<file path="config.mk">
export PLATFORM = sky130hd
export DESIGN_NAME = peak_follower_noise_gate_core
export DESIGN_NICKNAME = d
export VERILOG_FILES = /design/src/hw/rtl/pfng_pkg.sv /design/src/hw/rtl/pfng_lane.sv /design/src/hw/rtl/pfng_merge.sv /design/src/hw/rtl/peak_follower_noise_gate_core.sv
export SDC_FILE = /design/constraint.sdc
export NUM_CORES = 2
export LEC_CHECK = 0
export BUFFER_PORTS_ARGS = -buffer_cell sky130_fd_sc_hd__buf_4
export CORE_MARGIN = 1
export CORE_UTILIZATION = 65
export DETAILED_ROUTE_END_ITERATION = 12
export PLACE_DENSITY_LB_ADDON = 0.15
export SYNTH_ARGS = -nofsm -noshare
export SYNTH_HDL_FRONTEND = slang
export SYNTH_SLANG_ARGS = --single-unit
</file>
<file path="constraint.sdc">
create_clock -name clk -period 13.2 [get_ports clk]
set_clock_uncertainty 0.05 [all_clocks]
set_input_delay 0.66 -clock clk [delete_from_list [all_inputs] [get_ports clk]]
set_output_delay 0.66 -clock clk [all_outputs]
set_load 0.02 [all_outputs]
</file>
<file path="src/hw/rtl/pfng_pkg.sv">
// ----------------------------------------------------------------------------
// pfng_pkg: shared types and constants for the peak follower noise gate
// Widths, register indexes and lane control structure.
// ----------------------------------------------------------------------------
package pfng_pkg;

  localparam int CHANNELS    = 2;
  localparam int SAMPLE_BITS = 16;
  // magnitude of the most negative sample needs one more bit
  localparam int MAG_W       = SAMPLE_BITS + 1;
  localparam int ENV_W       = 17;
  localparam int ENV_FRAC    = 16;
  localparam int DECAY_W     = 16;
  localparam int THRESH_W    = 16;
  localparam int ACT_W       = 2;
  localparam int LANE_CMP_W  = 4;
  localparam int PROD_W      = SAMPLE_BITS + ENV_W + 1;
  localparam int DPROD_W     = MAG_W + DECAY_W;
  localparam int TDATA_W     = ((CHANNELS * SAMPLE_BITS + 7) / 8) * 8;

  localparam int CFG_IDX_W   = 3;
  localparam int CFG_DATA_W  = 17;

  localparam logic [ENV_W-1:0] ENV_ONE = ENV_W'(65536);

  localparam logic [CFG_IDX_W-1:0] REG_ENABLE       = 3'd0;
  localparam logic [CFG_IDX_W-1:0] REG_THRESHOLD    = 3'd1;
  localparam logic [CFG_IDX_W-1:0] REG_ATTACK_STEP  = 3'd2;
  localparam logic [CFG_IDX_W-1:0] REG_RELEASE_STEP = 3'd3;
  localparam logic [CFG_IDX_W-1:0] REG_DECAY_FACTOR = 3'd4;
  localparam logic [CFG_IDX_W-1:0] REG_ACTIVE_CH    = 3'd5;

  typedef logic [CHANNELS-1:0][MAG_W-1:0] mag_vec_t;

  typedef struct packed {
    logic active;  // lane takes part in peak and gating
    logic gate;    // gating enabled
  } lane_ctl_t;

endpackage

</file>
<file path="src/hw/rtl/pfng_lane.sv">
// ----------------------------------------------------------------------------
// pfng_lane: one channel lane
// Magnitude of the sample for the peak search, and the gated sample.
// ----------------------------------------------------------------------------
module pfng_lane (
  input  pfng_pkg::lane_ctl_t                  ctl,
  input  logic signed [pfng_pkg::SAMPLE_BITS-1:0] sample,
  input  logic [pfng_pkg::ENV_W-1:0]           env,
  output logic [pfng_pkg::MAG_W-1:0]           mag,
  output logic signed [pfng_pkg::SAMPLE_BITS-1:0] gated
);
  import pfng_pkg::*;

  logic signed [MAG_W-1:0]  s_ext;
  logic signed [ENV_W:0]    env_s;
  logic signed [PROD_W-1:0] prod;
  logic signed [PROD_W-1:0] prod_sh;

  assign s_ext = MAG_W'(sample);
  assign mag   = !ctl.active ? '0 : (s_ext < 0) ? MAG_W'(-s_ext) : MAG_W'(s_ext);

  assign env_s   = signed'({1'b0, env});
  assign prod    = PROD_W'(sample) * PROD_W'(env_s);
  // arithmetic shift floors toward minus infinity
  assign prod_sh = prod >>> ENV_FRAC;
  assign gated   = (ctl.active && ctl.gate) ? prod_sh[SAMPLE_BITS-1:0] : sample;

endmodule

</file>
<file path="src/hw/rtl/pfng_merge.sv">
// ----------------------------------------------------------------------------
// pfng_merge: frame peak merge
// Registers the largest lane magnitude of the frame.
// ----------------------------------------------------------------------------
module pfng_merge (
  input  logic                        clk,
  input  logic                        load,
  input  pfng_pkg::mag_vec_t          mag,
  output logic [pfng_pkg::MAG_W-1:0]  frame_peak_r
);
  import pfng_pkg::*;

  logic [MAG_W-1:0] max_nxt;

  always_comb begin
    max_nxt = '0;
    for (int k = 0; k < CHANNELS; k++) begin
      if (mag[k] > max_nxt) max_nxt = mag[k];
    end
  end

  always_ff @(posedge clk) begin
    if (load) frame_peak_r <= max_nxt;
  end

endmodule

</file>
<file path="src/hw/rtl/peak_follower_noise_gate_core.sv">
// ----------------------------------------------------------------------------
// peak_follower_noise_gate_core: multichannel noise gate with peak follower
// Lanes find sample magnitudes and gate samples; a merge stage takes the max.
// ----------------------------------------------------------------------------
// Usage:
//   in_*  : one audio frame per request, all channel samples in in_tdata.
//   out_* : one gated frame per request, same packing.
//   cfg_* : register writes, taken at any edge with cfg_wr_en high; write
//           only while no frame is in flight.
// Order: an accepted frame passes magnitude/merge, peak update, envelope
//   update and gating, then is loaded into the output register, and
//   out_tvalid is set at that same edge.
// Flow: one frame in flight at a time; the peak, envelope and gating
//   products form one dependent chain through the shared state registers.
// Reset: peak and envelope clear to zero, registers take their defaults,
//   the output register empties.
// Stall: a held result waits in the output register while the next frame
//   is accepted; gating of that frame pauses until out_tready frees the slot.
// ----------------------------------------------------------------------------
module peak_follower_noise_gate_core (
  input  logic                                  clk,
  input  logic                                  rst_n,
  input  logic                                  in_tvalid,
  output logic                                  in_tready,
  input  logic [pfng_pkg::TDATA_W-1:0]          in_tdata,   // sample_0, sample_1
  output logic                                  out_tvalid,
  input  logic                                  out_tready,
  output logic [pfng_pkg::TDATA_W-1:0]          out_tdata,  // gated_0, gated_1
  input  logic                                  cfg_wr_en,
  input  logic [pfng_pkg::CFG_IDX_W-1:0]        cfg_index,
  input  logic [pfng_pkg::CFG_DATA_W-1:0]       cfg_data
);
  import pfng_pkg::*;

  localparam logic [2:0] S_IDLE = 3'd0;
  localparam logic [2:0] S_MAG  = 3'd1;
  localparam logic [2:0] S_PEAK = 3'd2;
  localparam logic [2:0] S_ENV  = 3'd3;
  localparam logic [2:0] S_GATE = 3'd4;

  logic [2:0] state_r, state_nxt;

  logic                cfg_enable_r;
  logic [THRESH_W-1:0] cfg_thresh_r;
  logic [ENV_W-1:0]    cfg_attack_r;
  logic [ENV_W-1:0]    cfg_release_r;
  logic [DECAY_W-1:0]  cfg_decay_r;
  logic [ACT_W-1:0]    cfg_active_r;

  logic [CHANNELS-1:0][SAMPLE_BITS-1:0] s_r;
  logic [MAG_W-1:0]    peak_r, peak_nxt;
  logic [ENV_W-1:0]    env_r, env_nxt;
  logic                out_valid_r;
  logic [TDATA_W-1:0]  out_data_r, out_data_nxt;

  mag_vec_t            mag;
  logic [MAG_W-1:0]    frame_peak_r;
  logic [CHANNELS-1:0][SAMPLE_BITS-1:0] gated;
  logic [DPROD_W-1:0]  decay_prod;
  logic [ENV_W:0]      env_sum;
  logic                slot_free;

  // configuration registers
  always_ff @(posedge clk) begin
    if (!rst_n) begin
      cfg_enable_r  <= 1'b1;
      cfg_thresh_r  <= THRESH_W'(3277);
      cfg_attack_r  <= ENV_W'(1365);
      cfg_release_r <= ENV_W'(136);
      cfg_decay_r   <= DECAY_W'(65442);
      cfg_active_r  <= ACT_W'(2);
    end else if (cfg_wr_en) begin
      unique case (cfg_index)
        REG_ENABLE:       cfg_enable_r  <= cfg_data[0];
        REG_THRESHOLD:    cfg_thresh_r  <= cfg_data[THRESH_W-1:0];
        REG_ATTACK_STEP:  cfg_attack_r  <= cfg_data[ENV_W-1:0];
        REG_RELEASE_STEP: cfg_release_r <= cfg_data[ENV_W-1:0];
        REG_DECAY_FACTOR: cfg_decay_r   <= cfg_data[DECAY_W-1:0];
        REG_ACTIVE_CH:    cfg_active_r  <= cfg_data[ACT_W-1:0];
        default: ;
      endcase
    end
  end

  // channel lanes
  for (genvar k = 0; k < CHANNELS; k++) begin : g_lane
    lane_ctl_t ctl;
    assign ctl.active = (LANE_CMP_W'(k) < LANE_CMP_W'(cfg_active_r));
    assign ctl.gate   = cfg_enable_r;
    pfng_lane u_lane (
      .ctl    (ctl),
      .sample (signed'(s_r[k])),
      .env    (env_r),
      .mag    (mag[k]),
      .gated  (gated[k])
    );
  end

  pfng_merge u_merge (
    .clk          (clk),
    .load         (state_r == S_MAG),
    .mag          (mag),
    .frame_peak_r (frame_peak_r)
  );

  assign slot_free  = !out_valid_r || out_tready;
  assign in_tready  = (state_r == S_IDLE);
  assign out_tvalid = out_valid_r;
  assign out_tdata  = out_data_r;

  assign decay_prod = DPROD_W'(peak_r) * DPROD_W'(cfg_decay_r);
  assign env_sum    = (ENV_W + 1)'(env_r) + (ENV_W + 1)'(cfg_attack_r);

  always_comb begin
    state_nxt = state_r;
    peak_nxt  = peak_r;
    env_nxt   = env_r;
    out_data_nxt = '0;
    for (int k = 0; k < CHANNELS; k++) begin
      out_data_nxt[k*SAMPLE_BITS +: SAMPLE_BITS] = gated[k];
    end
    unique case (state_r)
      S_IDLE: if (in_tvalid) state_nxt = S_MAG;
      S_MAG:  state_nxt = S_PEAK;
      S_PEAK: begin
        if (cfg_enable_r) begin
          peak_nxt = (frame_peak_r >= peak_r) ? frame_peak_r
                                              : decay_prod[DECAY_W +: MAG_W];
        end
        state_nxt = S_ENV;
      end
      S_ENV: begin
        if (cfg_enable_r) begin
          if (peak_r >= MAG_W'(cfg_thresh_r)) begin
            env_nxt = (env_sum > (ENV_W + 1)'(ENV_ONE)) ? ENV_ONE : env_sum[ENV_W-1:0];
          end else begin
            env_nxt = (env_r > cfg_release_r) ? env_r - cfg_release_r : '0;
          end
        end
        state_nxt = S_GATE;
      end
      S_GATE: if (slot_free) state_nxt = S_IDLE;
      default: state_nxt = S_IDLE;
    endcase
  end

  always_ff @(posedge clk) begin
    if (!rst_n) begin
      state_r     <= S_IDLE;
      peak_r      <= '0;
      env_r       <= '0;
      out_valid_r <= 1'b0;
    end else begin
      state_r <= state_nxt;
      peak_r  <= peak_nxt;
      env_r   <= env_nxt;
      if (state_r == S_GATE && slot_free) begin
        out_valid_r <= 1'b1;
      end else if (out_tready) begin
        out_valid_r <= 1'b0;
      end
    end
  end

  always_ff @(posedge clk) begin
    if (in_tvalid && in_tready) begin
      for (int k = 0; k < CHANNELS; k++) begin
        s_r[k] <= in_tdata[k*SAMPLE_BITS +: SAMPLE_BITS];
      end
    end
    if (state_r == S_GATE && slot_free) out_data_r <= out_data_nxt;
  end

  // envelope stays within 0..1.0
  a_env_range: assert property (@(posedge clk) disable iff (!rst_n)
    env_r <= ENV_ONE)
    else $error("envelope above unity");

  // disabled gate leaves the peak follower untouched
  a_peak_frozen: assert property (@(posedge clk) disable iff (!rst_n)
    (state_r == S_PEAK && !cfg_enable_r) |=> $stable(peak_r))
    else $error("peak changed while disabled");

  // a result appears only after the gating step
  a_out_from_gate: assert property (@(posedge clk) disable iff (!rst_n)
    $rose(out_valid_r) |-> $past(state_r == S_GATE))
    else $error("result loaded outside gating step");

endmodule
</file>
# Word-level counts from Yosys, hierarchy flattened
# Cells that the tools add are included.
# word_totals
register_bits	188
input_bits	57
output_inout_bits	34
# classes
mul	3
order_cmp	10
addsub	4
n_mux	17
n_eq_ne	11
reduce_logical	18
# ops
operator	count
$mux W17	10
$mul A16 B18 Y32	2
$gt A17 B17 Y1	2
$neg A16 Y17	2
$mul A17 B16 Y33	1
$lt A16 B1 Y1 const B	2
$mux W16	2
$add A17 B17 Y18	1
$gt A18 B17 Y1 const B	1
$reduce_and A2 Y1	9
$ge A17 B16 Y1	1
$ge A17 B17 Y1	1
$gt A17 B1 Y1 const B	1
$sub A17 B17 Y17	1
$pmux W3 S5	1
$eq A3 B2 Y1 const B	4
$eq A3 B3 Y1 const B	3
$eq A3 B1 Y1 const B	2
$logic_not A3 Y1	2
$mux W3	2
$logic_and A1 B1 Y1	4
$lt A1 B2 Y1 const A	2
$ne A2 B2 Y1 const B	2
$mux W1	2
3 further kinds	3

# Depth between registers and ports, before layout
# logic_depth
word_depth	7
ltp_mapped	25

# Cells and area by module
# Synthesis repeated with hierarchy kept, for this count alone.
# unflattened
cells_unflattened	4308
hier_area_um2	37739.9
# by_module_without_submodules
module	area_per_inst_um2	n_inst	cells_per_inst
peak_follower_noise_gate_core	17259.1	1	1907
pfng_lane (g_lane[1].u_lane)	9690.5	1	1170
pfng_lane (g_lane[0].u_lane)	9555.4	1	1137
pfng_merge	1234.9	1	94

# Least setup slack after synthesis
# No wires, ideal clock.
# synth_timing
path_type	flip-flop to flip-flop
startpoint	reg s_r[7] in the netlist's numbering
endpoint	reg out_data_r[15] (netlist: out_tdata[15]) (data pin)
arrival_time_ns	6.359
period_less_slack_ns	6.664
setup_time_ns	0.254
setup_slack_ns	6.536
path_stages_with_launch	26
path_buffers	2
cell_sequence	edfxtp_1 -> clkbuf_1 -> clkbuf_1 -> nand2_1 -> fa_1 -> inv_1 -> fa_1 -> inv_1 -> fa_1 -> inv_1 -> fa_1 -> fa_1 -> inv_1 -> fa_1 -> inv_1 -> ha_1 -> nand4_1 -> a2111oi_0 -> o21ai_0 -> a32oi_1 -> a41oi_1 -> o21ai_2 -> o41ai_1 -> xnor2_1 -> mux2i_1 -> o21a_1
# synth_between
elab_chain_len	2
# synth_rtl
element	line_no	rtl
start, declared	peak_follower_noise_gate_core.sv:50	logic [CHANNELS-1:0][SAMPLE_BITS-1:0] s_r;
start signal, assigned by index	peak_follower_noise_gate_core.sv:168	s_r[k] <= in_tdata[k*SAMPLE_BITS +: SAMPLE_BITS];
$mul A16 B18 Y32	pfng_lane.sv:23	assign prod = PROD_W'(sample) * PROD_W'(env_s);
$mux W16	pfng_lane.sv:26	assign gated = (ctl.active && ctl.gate) ? prod_sh[SAMPLE_BITS-1:0] : sample;
named net g_lane[0].u_lane.gated, one bit	pfng_lane.sv:10	output logic signed [pfng_pkg::SAMPLE_BITS-1:0] gated
end signal, assigned	peak_follower_noise_gate_core.sv:171	if (state_r == S_GATE && slot_free) out_data_r <= out_data_nxt;
end, declared	peak_follower_noise_gate_core.sv:54	logic [TDATA_W-1:0] out_data_r, out_data_nxt;
# The timed path passes the listed nets, and every way through them passes these cells.
# A chain may end at the register's enable or synchronous reset.

# Worst setup path after layout
# layout_timing
startpoint	reg s_r[8] in the netlist's numbering
endpoint	reg out_data_r[15] (netlist: out_tdata[15]) (data pin)
# The elaborated chain is that of the path after synthesis.

==> metrics.csv <==
metric;value;unit
status;completed;
reg2reg_from;s_r[8];
arrival;7570;ps
ys_ff_latch;188;
final_area;38000;µm²
async_reset_ff_share;0;%
cts_tree;yes;
ys_seq_area_share;12.6;%
min_period;7360;ps
cp_max_fo;21;
rsz0062_at_grt;false;
power;3440;µW
endpoint_kind;register;
setup_total_negative_slack;0;ps
worst_pin_slew;1170;ps
cts_buffers;17;
drive_gt1_share;5.08;%
drv_cap;0;
postPlaceCellArea;37400;µm²
drcViolationCount;0;
worst_r2r_path_depth;23;
clk_latency;510;ps
nFillCells;4466;
r2r_slack;5840;ps
setup.worst_path.start;s_r[8];
design.portCount;91;
critPathMostFrequentCell;fa_1;
setup.worst_path.class;reg2reg;
cts_hold_buf;0;
hold_viol;0;
clkTransAtPathRegs;100;ps
hp-class;in2reg;
dp_hpwl;67100;µm
setup_viol;0;
syn-cell-area;36200;µm²
h-tree-depth;4;
synth_warnings;0;
grt_pass1_wl;147000;µm
grt_remaining_overflow;0;
syn_inst;4104;
worstHoldStart;in_tdata[5];
firstDrtPassIters;5;
hold_end;s_r[5];
initial_utilization;65.8;%
ctsResizeCount;0;
synth-edff-count;81;
layout_worst_path_cycle_share;55.8;%
die_w;238;µm
routed_via_density;5.70;
antenna_found_initial;1;
grt_pass1_vias;28850;
cp-start-kind;register;
diodes;0;
area_growth;5.17;%
cp_slowest_stage_delay;990;ps
whs_path_depth;1;
vdd_drop_max;0.121;mV
wl;89100;µm
fin_hold_ws;262;ps
drt_iter0_drc;1602;
r2r_end;out_tdata[15];
clock_path_buffers;2;
port-buffer-count;90;
crit_required;13410;ps
synth_cell_types;74;
cts.sinks;188;
fin_util;69.2;%
syn-mean-instance-area;8.81;µm²
critPathSlowestCell;edfxtp_1;
gp_congestion;0.899;
die_y;238;µm
grt_max_degree;58;
powerDensity;90.6;nW/µm²
path_cells;nand2_1 -> fa_1 -> inv_1 -> fa_1 -> inv_1 -> fa_1 -> inv_1 -> fa_1 -> fa_1 -> inv_1 -> fa_1 -> inv_1 -> ha_1 -> nand4_1 -> a2111oi_0 -> o21ai_0 -> a32oi_1 -> a41oi_1 -> o21ai_2 -> o41ai_1 -> xnor2_1 -> mux2i_1 -> o21a_1;
wire_per_inst;18.5;µm
ant_nets;0;
grt_util_all_layers;33.5;%
num_rows;86;
synth_flop_cell;dfxtp_1;
timing.slew.headroom;21.6;%
slew_viol_final;0;
nNetsFinal;5146;
core;55000;µm²
fmax;136;MHz
root_buffer;clkbuf_16;
die-area;56600;µm²
cts_setup_buffers;0;
via_count;27454;
total_leakage_power;0.0190;µW
[cells by family (layout without fill, tap and decap cells)]
group | after synthesis | after routing | synth area share [%]
flip-flops | 188 | 188 | 12.6
XOR/XNOR | 97 | 97 | 2.35
multiplexers | 37 | 37 | 1.03
other | 2 | 3 | 0.0208
adder cells (fa/ha/maj) | 1031 | 1031 | 48.6
AO/OA/AOI/OAI | 424 | 424 | 7.29
buffers and inverters | 1014 | 980 | 10.6
AND/OR/NAND/NOR | 1311 | 1311 | 17.5
[cell usage in the layout (no fill, tap or decap), types with 6 or more instances in the layout]
cell type  Yosys  final
nand3_1       51     51
a31oi_1       11     11
edfxtp_1      81     81
xor2_1        38     38
a21o_1        30     30
and2_1       367    366
or2_2         15     15
xnor2_1       59     59
ha_1         408    408
buf_4          0    139
nor4_1         7      7
mux2i_1       36     36
nand2b_1      37     37
nand2_1      642    642
o31ai_1       14     14
o21ai_0      115    114
nor3_1        27     26
inv_1        807    807
a211oi_1      15     15
a211o_1        6      6
nand4_1       22     22
a21oi_1      132    132
or3_1          7      7
o211ai_1      12     12
clkbuf_16      0     17
fa_1         623    623
a221oi_1       6      6
o21a_1        23     23
dfxtp_1      107    107
nor2_1        85     85
o41ai_1        8      8
and3_1         6      6
nor2b_1       21     20
[synthesized netlist by cell type (37+ instances only)]
cell | n | area share, %
a21oi_1 | 132 | 1.8
and2_1 | 367 | 6.3
clkbuf_1 | 193 | 2.0
dfxtp_1 | 107 | 5.9
edfxtp_1 | 81 | 6.7
fa_1 | 623 | 34
ha_1 | 408 | 14
inv_1 | 807 | 8.4
nand2_1 | 642 | 6.7
nand2b_1 | 37 | 0.64
nand3_1 | 51 | 0.71
nor2_1 | 85 | 0.88
o21ai_0 | 115 | 1.6
xnor2_1 | 59 | 1.4
xor2_1 | 38 | 0.92
[sequential cells by signal (all words and copies together), names as in the netlist]
name                  flops
state_r                   3
cfg_attack_r             17
s_r                      32
out_tvalid                1
cfg_release_r            17
u_merge.frame_peak_r     17
cfg_active_r              2
cfg_thresh_r             16
out_tdata                32
cfg_enable_r              1
cfg_decay_r              16
peak_r                   17
env_r                    17
[stage by stage]
stage,setup slack (ps),instances
after detailed placement,5850,4787
after CTS,5860,4819
after global routing,5460,4819
after floorplan,6540,4105
after global placement,6010,4787
final,5840,4819
[metal layers]
metal  part of all wire [%]  global-route usage, %  vias up
li1                       -                      -    12554
met4                    3.4                   12.6        2
met2                     49                   57.6      901
met1                     41                   43.1    13823
met3                    6.5                   4.84      174
met5                  0.015                      0        -
[final cells by class]
class / count / area (µm²) / area share, %
clock inverter: 15 / 223 / 0.586
inverter: 809 / 3040 / 7.98
timing repair buffer: 139 / 1040 / 2.74
clock buffer: 17 / 425 / 1.12
tap: 748 / 936 / 2.46
sequential: 188 / 4570 / 12.0
multi-input combinational: 2903 / 27800 / 73.1
[worst max-delay path by stage]
stage,depth (start not counted),end
finish,23,out_tdata[15]
global route,23,out_tdata[15]
CTS,23,out_tdata[15]
detailed placement,23,out_tdata[15]
global placement,23,out_tdata[15]
floorplan,25,out_tdata[15]
[power breakdown]
group | switching, µW | internal, µW
combinational | 1220 | 881
clock | 307 | 283
sequential | 88.9 | 661
[critical path, delay by kind of cell (launching register included)]
family / cells / cell delay, ps
simple gates: 2 / 340
buf+inv: 5 / 250
flops: 1 / 990
mux: 1 / 110
xor+xnor: 1 / 230
fa+ha+maj: 7 / 3250
compound gates: 7 / 1900
No activity file was read; power rests on OpenSTA's default activity.
